### src/hw/rtl/shtp_pkg.sv
package shtp_pkg;

    localparam logic [7:0] FLAG_OCTET  = 8'h7E;
    localparam logic [7:0] ESC_OCTET   = 8'h7D;
    localparam logic [7:0] ESC_MASK    = 8'h20;
    localparam logic [7:0] PROTO_SPACE = 8'h00;
    localparam logic [7:0] PROTO_SHTP  = 8'h01;
    localparam logic [7:0] EXEC_RESET_DONE = 8'h01;

    localparam logic [2:0] FK_SPACE    = 3'd0;
    localparam logic [2:0] FK_ACCEPT   = 3'd1;
    localparam logic [2:0] FK_REJECT   = 3'd2;
    localparam logic [2:0] FK_OTHER    = 3'd3;
    localparam logic [2:0] FK_OVERFLOW = 3'd4;

    localparam logic [1:0] RK_NONE  = 2'd0;
    localparam logic [1:0] RK_ROT   = 2'd1;
    localparam logic [1:0] RK_GYRO  = 2'd2;
    localparam logic [1:0] RK_SHORT = 2'd3;

    localparam logic [1:0] DEV_WAIT_RESET = 2'd0;
    localparam logic [1:0] DEV_READY      = 2'd1;
    localparam logic [1:0] DEV_CONFIG     = 2'd2;
    localparam logic [1:0] DEV_RUNNING    = 2'd3;

    localparam int NUM_CFG = 7;
    localparam logic [2:0] CFG_ROT_ID   = 3'd0;
    localparam logic [2:0] CFG_GAME_ID  = 3'd1;
    localparam logic [2:0] CFG_GYRO_ID  = 3'd2;
    localparam logic [2:0] CFG_TS_ID    = 3'd3;
    localparam logic [2:0] CFG_EXE_CHAN = 3'd4;
    localparam logic [2:0] CFG_FIRST_CH = 3'd5;
    localparam logic [2:0] CFG_HIGH_CH  = 3'd6;

    localparam logic [7:0] CFG_RESET [NUM_CFG] = '{8'd5, 8'd8, 8'd2, 8'd251, 8'd1, 8'd3, 8'd5};

    typedef struct packed {
        logic       mode;
        logic [7:0] rx_byte;
    } t_in_word;

    typedef struct packed {
        logic [2:0]         frame_kind;
        logic [7:0]         channel_num;
        logic [7:0]         rpt_tag;
        logic [1:0]         report_kind;
        logic [1:0]         accuracy;
        logic signed [15:0] value_a;
        logic signed [15:0] value_b;
        logic signed [15:0] value_c;
        logic signed [15:0] value_d;
        logic [1:0]         device_state;
        logic [15:0]        xmit_room;
        logic [15:0]        bad_count;
    } t_out_word;

    typedef struct packed {
        logic start;
        logic ovf;
        logic host;
    } t_rx_evt;

endpackage

### src/hw/rtl/shtp_uart_deframer_report_parser.sv
// Data, escape and host-event words: one per cycle, back to back while no result is held up.
// Closing flag of a non-empty frame: input stalls while the four header bytes are read,
// each report id is examined, a gyro or rotation report is collected and the word is posted.
// Overflowing data byte: input stalls while its word is posted. The result word is valid
// in the first cycle the input is free again; a stalled result word also stalls the input.
// Synchronous active-low reset clears control and counters, loads config defaults; store and data not cleared.
module shtp_uart_deframer_report_parser import shtp_pkg::*; #(
    parameter int FRAME_BYTES = 512
) (
    input  logic      i_clk,
    input  logic      i_rst_n,
    input  logic      i_in_valid,
    output logic      o_in_stall,
    input  t_in_word  i_in_data,
    output logic      o_out_valid,
    input  logic      i_out_stall,
    output t_out_word o_out_data,
    input  logic      i_cfg_we,
    input  logic [2:0] i_cfg_idx,
    input  logic [7:0] i_cfg_data
);

    localparam int AW = $clog2(FRAME_BYTES);
    localparam int LW = $clog2(FRAME_BYTES + 1);

    logic          w_acc;
    logic          w_busy;
    logic          w_done;
    t_rx_evt       w_evt;
    logic [LW-1:0] w_len;
    logic [AW-1:0] w_rd_addr;
    logic [7:0]    w_rd_data;
    t_out_word     w_res;
    logic          r_out_valid;
    t_out_word     r_out;

    assign o_in_stall = w_busy || (r_out_valid && i_out_stall);
    assign w_acc      = i_in_valid && !o_in_stall;

    shtp_rx_buf #(.FRAME_BYTES(FRAME_BYTES)) u_buf (
        .i_clk     (i_clk),
        .i_rst_n   (i_rst_n),
        .i_acc     (w_acc),
        .i_in      (i_in_data),
        .i_rd_addr (w_rd_addr),
        .o_rd_data (w_rd_data),
        .o_evt     (w_evt),
        .o_len     (w_len)
    );

    shtp_parse #(.FRAME_BYTES(FRAME_BYTES)) u_parse (
        .i_clk      (i_clk),
        .i_rst_n    (i_rst_n),
        .i_cfg_we   (i_cfg_we),
        .i_cfg_idx  (i_cfg_idx),
        .i_cfg_data (i_cfg_data),
        .i_evt      (w_evt),
        .i_len      (w_len),
        .o_rd_addr  (w_rd_addr),
        .i_rd_data  (w_rd_data),
        .o_busy     (w_busy),
        .o_done     (w_done),
        .o_res      (w_res)
    );

    always_ff @(posedge i_clk) begin
        if (!i_rst_n) begin
            r_out_valid <= 1'b0;
        end else if (w_done) begin
            r_out_valid <= 1'b1;
        end else if (!i_out_stall) begin
            r_out_valid <= 1'b0;
        end
    end

    always_ff @(posedge i_clk) begin
        if (w_done) r_out <= w_res;
    end

    assign o_out_valid = r_out_valid;
    assign o_out_data  = r_out;

endmodule

### src/hw/rtl/shtp_rx_buf.sv
module shtp_rx_buf import shtp_pkg::*; #(
    parameter int FRAME_BYTES = 512,
    localparam int AW = $clog2(FRAME_BYTES),
    localparam int LW = $clog2(FRAME_BYTES + 1)
) (
    input  logic          i_clk,
    input  logic          i_rst_n,
    input  logic          i_acc,
    input  t_in_word      i_in,
    input  logic [AW-1:0] i_rd_addr,
    output logic [7:0]    o_rd_data,
    output t_rx_evt       o_evt,
    output logic [LW-1:0] o_len
);

    logic [7:0]    r_mem [FRAME_BYTES];
    logic [7:0]    r_rd_data;
    logic [LW-1:0] r_len, n_len;
    logic          r_in_frame, n_in_frame;
    logic          r_esc, n_esc;
    logic          w_wr;
    logic [7:0]    w_byte;

    assign w_byte = r_esc ? (i_in.rx_byte ^ ESC_MASK) : i_in.rx_byte;

    always_comb begin
        o_evt      = '0;
        w_wr       = 1'b0;
        n_len      = r_len;
        n_in_frame = r_in_frame;
        n_esc      = r_esc;
        if (i_acc) begin
            if (i_in.mode) begin
                o_evt.host = 1'b1;
            end else if (i_in.rx_byte == FLAG_OCTET) begin
                o_evt.start = r_in_frame && (r_len != '0);
                n_in_frame  = 1'b1;
                n_esc       = 1'b0;
                n_len       = '0;
            end else if (r_in_frame) begin
                if (i_in.rx_byte == ESC_OCTET) begin
                    n_esc = 1'b1;
                end else if (r_len < LW'(FRAME_BYTES)) begin
                    w_wr  = 1'b1;
                    n_esc = 1'b0;
                    n_len = r_len + 1'b1;
                end else begin
                    o_evt.ovf  = 1'b1;
                    n_in_frame = 1'b0;
                    n_esc      = 1'b0;
                    n_len      = '0;
                end
            end
        end
    end

    always_ff @(posedge i_clk) begin
        if (!i_rst_n) begin
            r_len      <= '0;
            r_in_frame <= 1'b0;
            r_esc      <= 1'b0;
        end else begin
            r_len      <= n_len;
            r_in_frame <= n_in_frame;
            r_esc      <= n_esc;
        end
    end

    always_ff @(posedge i_clk) begin
        if (w_wr) begin
            r_mem[r_len[AW-1:0]] <= w_byte;
        end
        r_rd_data <= r_mem[i_rd_addr];
    end

    assign o_rd_data = r_rd_data;
    assign o_len     = r_len;

endmodule

### src/hw/rtl/shtp_parse.sv
module shtp_parse import shtp_pkg::*; #(
    parameter int FRAME_BYTES = 512,
    localparam int AW = $clog2(FRAME_BYTES),
    localparam int LW = $clog2(FRAME_BYTES + 1)
) (
    input  logic          i_clk,
    input  logic          i_rst_n,
    input  logic          i_cfg_we,
    input  logic [2:0]    i_cfg_idx,
    input  logic [7:0]    i_cfg_data,
    input  t_rx_evt       i_evt,
    input  logic [LW-1:0] i_len,
    output logic [AW-1:0] o_rd_addr,
    input  logic [7:0]    i_rd_data,
    output logic          o_busy,
    output logic          o_done,
    output t_out_word     o_res
);

    localparam logic [2:0] ST_IDLE = 3'd0;
    localparam logic [2:0] ST_P0   = 3'd1;
    localparam logic [2:0] ST_P1   = 3'd2;
    localparam logic [2:0] ST_P2   = 3'd3;
    localparam logic [2:0] ST_P3   = 3'd4;
    localparam logic [2:0] ST_RID  = 3'd5;
    localparam logic [2:0] ST_RV   = 3'd6;

    logic [7:0]    r_cfg [NUM_CFG];
    logic [2:0]    r_state, n_state;
    logic          r_done, n_done;
    logic [1:0]    r_dev, n_dev;
    logic [15:0]   r_space, n_space;
    logic [15:0]   r_bad, n_bad;
    logic [LW-1:0] r_n, n_n;
    logic [7:0]    r_proto, n_proto;
    logic [7:0]    r_b1, n_b1;
    logic [7:0]    r_b2, n_b2;
    logic [7:0]    r_chan, n_chan;
    logic [LW-1:0] r_p, n_p;
    logic [LW-1:0] r_rem, n_rem;
    logic [3:0]    r_k, n_k;
    logic [3:0]    r_last, n_last;
    t_out_word     r_res, n_res;
    logic [LW-1:0] n_addr;
    logic [LW-1:0] w_len;
    logic [15:0]   w_plen;
    logic [LW-1:0] w_pl;
    logic          w_in_range;

    assign w_len      = r_n - 1'b1;
    assign w_plen     = {1'b0, r_b2[6:0], r_b1};
    assign w_pl       = LW'(w_plen - 16'd4);
    assign w_in_range = (r_chan >= r_cfg[CFG_FIRST_CH]) && (r_chan <= r_cfg[CFG_HIGH_CH]);

    always_comb begin
        n_state = r_state;
        n_done  = 1'b0;
        n_dev   = r_dev;
        n_space = r_space;
        n_bad   = r_bad;
        n_n     = r_n;
        n_proto = r_proto;
        n_b1    = r_b1;
        n_b2    = r_b2;
        n_chan  = r_chan;
        n_p     = r_p;
        n_rem   = r_rem;
        n_k     = r_k;
        n_last  = r_last;
        n_res   = r_res;
        n_addr  = '0;
        unique case (r_state)
            ST_IDLE: begin
                if (i_evt.host) begin
                    n_dev = DEV_CONFIG;
                end else if (i_evt.ovf) begin
                    n_res            = '0;
                    n_res.frame_kind = FK_OVERFLOW;
                    n_bad            = r_bad + 16'd1;
                    n_done           = 1'b1;
                end else if (i_evt.start) begin
                    n_res   = '0;
                    n_n     = i_len;
                    n_state = ST_P0;
                end
            end
            ST_P0: begin
                n_proto = i_rd_data;
                n_addr  = LW'(1);
                n_state = ST_P1;
            end
            ST_P1: begin
                n_b1    = i_rd_data;
                n_addr  = LW'(2);
                n_state = ST_P2;
            end
            ST_P2: begin
                n_b2    = i_rd_data;
                n_addr  = LW'(3);
                n_state = ST_P3;
            end
            ST_P3: begin
                n_chan  = i_rd_data;
                n_state = ST_IDLE;
                n_done  = 1'b1;
                if (r_proto == PROTO_SPACE) begin
                    n_res.frame_kind = FK_SPACE;
                    if (r_n >= LW'(3)) n_space = {r_b2, r_b1};
                end else if (r_proto != PROTO_SHTP) begin
                    n_res.frame_kind = FK_OTHER;
                end else begin
                    if (w_len >= LW'(3)) n_res.channel_num = i_rd_data;
                    if ((w_len < LW'(4)) || (w_plen < 16'd4) || (w_plen > 16'(w_len))
                        || (i_rd_data > r_cfg[CFG_HIGH_CH])) begin
                        n_res.frame_kind = FK_REJECT;
                        n_bad            = r_bad + 16'd1;
                    end else begin
                        n_res.frame_kind = FK_ACCEPT;
                        if (r_dev == DEV_WAIT_RESET) n_dev = DEV_READY;
                        if (w_pl != '0) begin
                            n_p     = LW'(5);
                            n_rem   = w_pl;
                            n_addr  = LW'(5);
                            n_done  = 1'b0;
                            n_state = ST_RID;
                        end
                    end
                end
            end
            ST_RID: begin
                n_res.rpt_tag = i_rd_data;
                n_state       = ST_IDLE;
                n_done        = 1'b1;
                if (r_chan == r_cfg[CFG_EXE_CHAN]) begin
                    if (i_rd_data == EXEC_RESET_DONE) n_dev = DEV_READY;
                end else if (!w_in_range) begin
                    n_done = 1'b1;
                end else if (i_rd_data == r_cfg[CFG_TS_ID]) begin
                    if (r_rem < LW'(5)) begin
                        n_res.report_kind = RK_SHORT;
                    end else if (r_rem != LW'(5)) begin
                        // skip timestamp record, fetch next id
                        n_p     = r_p + LW'(5);
                        n_rem   = r_rem - LW'(5);
                        n_addr  = r_p + LW'(5);
                        n_done  = 1'b0;
                        n_state = ST_RID;
                    end
                end else if ((i_rd_data == r_cfg[CFG_ROT_ID])
                             || (i_rd_data == r_cfg[CFG_GAME_ID])) begin
                    if (r_rem < LW'(12)) begin
                        n_res.report_kind = RK_SHORT;
                    end else begin
                        n_res.report_kind = RK_ROT;
                        n_last  = 4'd8;
                        n_k     = 4'd0;
                        n_addr  = r_p + LW'(2);
                        n_done  = 1'b0;
                        n_state = ST_RV;
                    end
                end else if (i_rd_data == r_cfg[CFG_GYRO_ID]) begin
                    if (r_rem < LW'(10)) begin
                        n_res.report_kind = RK_SHORT;
                    end else begin
                        n_res.report_kind = RK_GYRO;
                        n_last  = 4'd6;
                        n_k     = 4'd0;
                        n_addr  = r_p + LW'(2);
                        n_done  = 1'b0;
                        n_state = ST_RV;
                    end
                end else begin
                    n_res.report_kind = RK_SHORT;
                end
            end
            ST_RV: begin
                // k=0: status byte, k=1..8: value bytes at offsets k+3
                case (r_k)
                    4'd0:    n_res.accuracy       = i_rd_data[1:0];
                    4'd1:    n_res.value_a[7:0]   = i_rd_data;
                    4'd2:    n_res.value_a[15:8]  = i_rd_data;
                    4'd3:    n_res.value_b[7:0]   = i_rd_data;
                    4'd4:    n_res.value_b[15:8]  = i_rd_data;
                    4'd5:    n_res.value_c[7:0]   = i_rd_data;
                    4'd6:    n_res.value_c[15:8]  = i_rd_data;
                    4'd7:    n_res.value_d[7:0]   = i_rd_data;
                    4'd8:    n_res.value_d[15:8]  = i_rd_data;
                    default: n_res.accuracy       = r_res.accuracy;
                endcase
                if (r_k == r_last) begin
                    if (r_dev == DEV_CONFIG) n_dev = DEV_RUNNING;
                    n_done  = 1'b1;
                    n_state = ST_IDLE;
                end else begin
                    n_k    = r_k + 4'd1;
                    n_addr = r_p + LW'(r_k) + LW'(4);
                end
            end
            default: n_state = ST_IDLE;
        endcase
    end

    always_ff @(posedge i_clk) begin
        if (!i_rst_n) begin
            r_state <= ST_IDLE;
            r_done  <= 1'b0;
            r_dev   <= DEV_WAIT_RESET;
            r_space <= '0;
            r_bad   <= '0;
            for (int i = 0; i < NUM_CFG; i++) r_cfg[i] <= CFG_RESET[i];
        end else begin
            r_state <= n_state;
            r_done  <= n_done;
            r_dev   <= n_dev;
            r_space <= n_space;
            r_bad   <= n_bad;
            if (i_cfg_we && (i_cfg_idx < 3'(NUM_CFG))) r_cfg[i_cfg_idx] <= i_cfg_data;
        end
    end

    always_ff @(posedge i_clk) begin
        r_n     <= n_n;
        r_proto <= n_proto;
        r_b1    <= n_b1;
        r_b2    <= n_b2;
        r_chan  <= n_chan;
        r_p     <= n_p;
        r_rem   <= n_rem;
        r_k     <= n_k;
        r_last  <= n_last;
        r_res   <= n_res;
    end

    assign o_rd_addr = n_addr[AW-1:0];
    assign o_busy    = (r_state != ST_IDLE) || r_done;
    assign o_done    = r_done;

    always_comb begin
        o_res              = r_res;
        o_res.device_state = r_dev;
        o_res.xmit_room    = r_space;
        o_res.bad_count    = r_bad;
    end

`ifndef SYNTHESIS
    a_no_start_busy: assert property (@(posedge i_clk) disable iff (!i_rst_n)
        (r_state != ST_IDLE) |-> !(i_evt.start || i_evt.ovf || i_evt.host))
        else $error("frame event while parse in progress");
    a_done_idle: assert property (@(posedge i_clk) disable iff (!i_rst_n)
        r_done |-> (r_state == ST_IDLE))
        else $error("result word raised outside idle");
    a_host_cfg: assert property (@(posedge i_clk) disable iff (!i_rst_n)
        i_evt.host |=> (r_dev == DEV_CONFIG))
        else $error("host event did not enter configuring");
`endif

endmodule
### config.mk
export PLATFORM = sky130hd
export DESIGN_NAME = shtp_uart_deframer_report_parser
export DESIGN_NICKNAME = d
export VERILOG_FILES = /design/src/hw/rtl/shtp_pkg.sv /design/src/hw/rtl/shtp_uart_deframer_report_parser.sv /design/src/hw/rtl/shtp_rx_buf.sv /design/src/hw/rtl/shtp_parse.sv
export SDC_FILE = /design/constraint.sdc
export NUM_CORES = 2
export LEC_CHECK = 0
export BUFFER_PORTS_ARGS = -buffer_cell sky130_fd_sc_hd__buf_4
export CORE_ASPECT_RATIO = 1.75
export CORE_MARGIN = 10
export CORE_UTILIZATION = 29
export DETAILED_ROUTE_END_ITERATION = 7
export PLACE_DENSITY_LB_ADDON = 0.08
export SLEW_MARGIN = 20
export SYNTH_ARGS = -nofsm -noshare
export SYNTH_HDL_FRONTEND = slang
export SYNTH_MEMORY_MAX_BITS = 65536
export SYNTH_SLANG_ARGS = --single-unit
### constraint.sdc
create_clock -name i_clk -period 22 [get_ports i_clk]
set_input_delay 1.1 -clock i_clk [delete_from_list [all_inputs] [get_ports i_clk]]
set_output_delay 1.1 -clock i_clk [all_outputs]
set_load 0.02 [all_outputs]
==> flow_metrics.env <==
export IMPL_leakagePower_nw=67.7
export IMPL_numCtsBuffers=446
export IMPL_synth_compound_area_share=0.0695
export IMPL_dieArea_mm2=0.646
export IMPL_max_freq_mhz=101
export IMPL_timing_rr_start="u_parse.r_n[3]$_DFFE_PP_"
export IMPL_hold_start="i_out_stall"
export IMPL_tightest_slew_ps=1370
export IMPL_endpoint_kind="register"
export IMPL_slowest_delay_ps=730
export IMPL_drtPass1Iterations=7
export IMPL_syn_area_mm2=0.178
export IMPL_ys_async_sr_fraction=0
export IMPL_worst_path_max_delay_cell="a32oi_1"
export IMPL_holdPathStages=3
export IMPL_skew_ps=63.4
export IMPL_ios=148
export IMPL_r2r_cells=24
export IMPL_min_path_type="input pin to register"
export IMPL_hold_violations=0
export IMPL_fin_nets=13000
export IMPL_synth_top_family_by_area="simple AND/OR/NAND/NOR gates"
export IMPL_avgViaCountPerCell=5.54
export IMPL_crit_type="register to register"
export IMPL_die_h_um=1060
export IMPL_clock_latency_ps=1080
export IMPL_io_buffers=147
export IMPL_drtIter0Drc=13500
export IMPL_ys_types=89
export IMPL_row_count=380
export IMPL_crit_chain="or4_4, nor2_1, nand2_1, nor3_1, xnor2_1, ha_1, or3_1, a31oi_1, a41o_1, a31o_2, nand2_4, nand2_4, buf_4, buf_4, buf_4, buf_4, buf_12, mux2i_1, a21oi_1, o22ai_1, or4_1, o21ai_0, nand4_1, a32oi_1"
export IMPL_r2r_end="u_buf.o_rd_data[7]$_DFF_P_"
export IMPL_grt_start_max_net_pins=145
export IMPL_mostFrequentLayoutCells="4419 x edfxtp_1, 2534 x nand2_1, 686 x nand3_1"
export IMPL_yosysWarnings=0
export IMPL_core_mm2=0.611
export IMPL_syn2layout_area_growth_pct=15.9
export IMPL_finalSetupViolCount=0
export IMPL_grt_pass1_vias=116000
export IMPL_netlist_instances=12600
export IMPL_track_usage=0.262
export IMPL_final_cell_area_mm2=0.206
export IMPL_swShare=0.212
export IMPL_r2r_slack_ps=12090
export IMPL_dr_total_vias=119000
export IMPL_p_int_mw=13.7
export IMPL_layout_drive_gt1_share=0.124
export IMPL_synthAdderAreaFrac=0.00433
export IMPL_fp_dieW_um=612
export IMPL_antenna_found_initial=124
export IMPL_wl_per_cell_um=40.9
export IMPL_synth_seq_cells=4486
export IMPL_hold_buffers=0
export IMPL_status="complete, no violations"
export IMPL_grt_pass1_wl_um=1140000
export IMPL_period_minus_slack_ps=9910
export IMPL_place_gp_congestion=0.911
export IMPL_slew_headroom=0.0854
export IMPL_drt_wl_total_um=880000
export IMPL_cts_setup_buffers=0
export IMPL_h_tree_depth=5
export IMPL_start_util=0.291
export IMPL_cts_sinks=4486
export IMPL_fill_cells=59600
export IMPL_seqPwrFrac=0.541
export IMPL_synth_simple_area_share=0.115
export IMPL_finalCritPeriodShare=0.451
export IMPL_vdd_ir_drop_worst_mv=0.0643
export IMPL_synth_mux_area_frac=0.0308
export IMPL_rsz0062_at_grt="no"
export IMPL_pwr_share_clk=0.447
export IMPL_drc=0
export IMPL_cts_tree="yes"
export IMPL_required_ps=22860
export IMPL_synth_edff_count=4419
export IMPL_place_hpwl_um=581000
export IMPL_final_common_cell="edfxtp_1"
export IMPL_synthFlopType="edfxtp_1"
export IMPL_overflow=0
export IMPL_root_buffer="clkbuf_16"
export IMPL_min_to="o_out_valid$_SDFFE_PN0P_"
export IMPL_comb_power_share=0.012
export IMPL_ant_nets=0
export IMPL_start_kind="register"
export IMPL_clockBufferDepth=5
export IMPL_synthXorXnorAreaFrac=0.00429
export IMPL_place_area_mm2=0.191
export IMPL_p_sw_mw=3.67
export IMPL_power_density_mw_per_mm2=84.1
export IMPL_worstPathArrival_ps=10770
export IMPL_crit_path_frequent_cell="buf_4"
export IMPL_syn_num_nets=12700
export IMPL_ys_seq_area_frac=0.754
export IMPL_fin_setup_tns_ps=0
export IMPL_cap_viol_max_count=0
export IMPL_synth_area_per_cell_um2=14.1
export IMPL_post_cts_resize_count=0
export IMPL_worstPathMaxFanout=73
export IMPL_slew_viol_final=0
export IMPL_clk_pin_slew_ps=70
## power by group through the flow
stage / Sequential, mW / Clock [mW] / Combinational, mW
floorplan: 9.58 / 0 / 0.0260
global placement: 9.56 / 0 / 0.202
detailed placement: 9.56 / 0 / 0.207
CTS: 9.38 / 7.86 / 0.207
global route: 9.37 / 8.16 / 0.214
finish: 9.38 / 7.75 / 0.204
## worst max path at each step
stage | cells past startpoint | to | from | slack (ps)
2_1_floorplan | 1 | u_buf.r_mem[0][5]$_DFFE_PP_ | i_in_data[5] | 4970
3_3_place_gp | 23 | u_buf.o_rd_data[6]$_DFF_P_ | u_parse.r_n[3]$_DFFE_PP_ | 11310
3_5_place_dp | 24 | u_buf.o_rd_data[7]$_DFF_P_ | u_parse.r_n[3]$_DFFE_PP_ | 12510
4_1_cts | 24 | u_buf.o_rd_data[7]$_DFF_P_ | u_parse.r_n[3]$_DFFE_PP_ | 12450
5_1_grt | 24 | u_buf.o_rd_data[7]$_DFF_P_ | u_parse.r_n[3]$_DFFE_PP_ | 12220
6_report | 24 | u_buf.o_rd_data[7]$_DFF_P_ | u_parse.r_n[3]$_DFFE_PP_ | 12090
## critical path: cells and delay by family (launching register included)
kind                       cells  cell delay [ps]
AOI/OAI and AO/OA              7             2350
xor gates and xnor gates       1              100
adders and majority gates      1              170
buffers and inverters          5             2230
DFF                            1              500
muxes                          1              160
and+or+nand+nor                9             3890
## sequential cells by signal, indices dropped and copies added (netlist names), 9 cells and up
register,count
u_parse.r_n,10
o_out_data,121
u_parse.r_space,16
u_parse.r_cfg,56
u_buf.o_len,10
u_parse.r_rem,10
u_parse.r_bad,16
u_buf.r_mem,4096
u_parse.o_res,87
u_parse.r_p,9
## per-layer routing
metal	GRT usage	routed length (um)
met5	0	196
met3	0.0366	51900
met1	0.292	311000
met4	0.170	63200
met2	0.467	454000
## logic make-up after synthesis
| group | after synthesis |
|---|---|
| AOI/OAI and AO/OA | 1853 |
| xor gates and xnor gates | 87 |
| adders and majority gates | 61 |
| buffers and inverters | 882 |
| DFF | 4486 |
| muxes | 544 |
| and+or+nand+nor | 4717 |
## synthesized netlist by cell type, types with 13 or more instances
master / n / share of area
edfxtp_1: 4419 / 0.75
nand2_1: 2558 / 0.054
nor2_1: 732 / 0.015
nand3_1: 703 / 0.020
mux2i_1: 516 / 0.029
a21oi_1: 432 / 0.012
clkbuf_1: 416 / 0.0088
a31oi_1: 261 / 0.0092
and3_1: 256 / 0.0090
buf_2: 249 / 0.0070
o22ai_1: 208 / 0.0073
a211oi_1: 181 / 0.0076
o21ai_0: 158 / 0.0044
a22oi_1: 136 / 0.0057
nand4_1: 136 / 0.0048
a32oi_1: 94 / 0.0046
nor4_1: 94 / 0.0033
nor3_1: 90 / 0.0025
buf_1: 77 / 0.0016
dfxtp_1: 67 / 0.0075
inv_1: 62 / 0.0013
ha_1: 60 / 0.0042
buf_4: 58 / 0.0024
xnor2_1: 55 / 0.0027
a2111oi_0: 42 / 0.0021
o211ai_1: 40 / 0.0017
a311oi_1: 36 / 0.0018
o2111ai_1: 32 / 0.0016
xor2_1: 32 / 0.0016
mux2_2: 28 / 0.0018
or4_1: 27 / 0.0011
a221oi_1: 26 / 0.0013
and2_1: 25 / 0.00088
o31ai_1: 24 / 0.0010
or3_1: 24 / 0.00084
nor2b_1: 18 / 0.00063
buf_6: 17 / 0.0011
o22a_1: 16 / 0.00079
a22o_1: 14 / 0.00069
a21o_1: 13 / 0.00055
o221ai_1: 13 / 0.00064
## layout make-up
type,count,area (um^2),area share
diodes,155,388,0.00188
clock buffers,547,11800,0.0571
clock inverters,254,2370,0.0115
inverters,64,240,0.00117
multi-input cells,7262,41500,0.201
flip-flops and latches,4486,134000,0.651
well taps,8022,10000,0.0487
repair buffers,702,5700,0.0277
## per-stage QoR
stage	power [mW]	hold slack, ps	cells	utilization	worst slack, ps
after floorplan	9.60	400	12600	-	4970
after global placement	9.77	408	20500	0.312	11310
after detailed placement	9.77	405	20500	0.313	12510
after CTS	17.4	315	21300	0.336	12450
after global routing	17.8	382	21400	0.337	12220
final	17.3	375	21500	0.337	12090
Note: power is estimated with default switching activity, not from simulation.
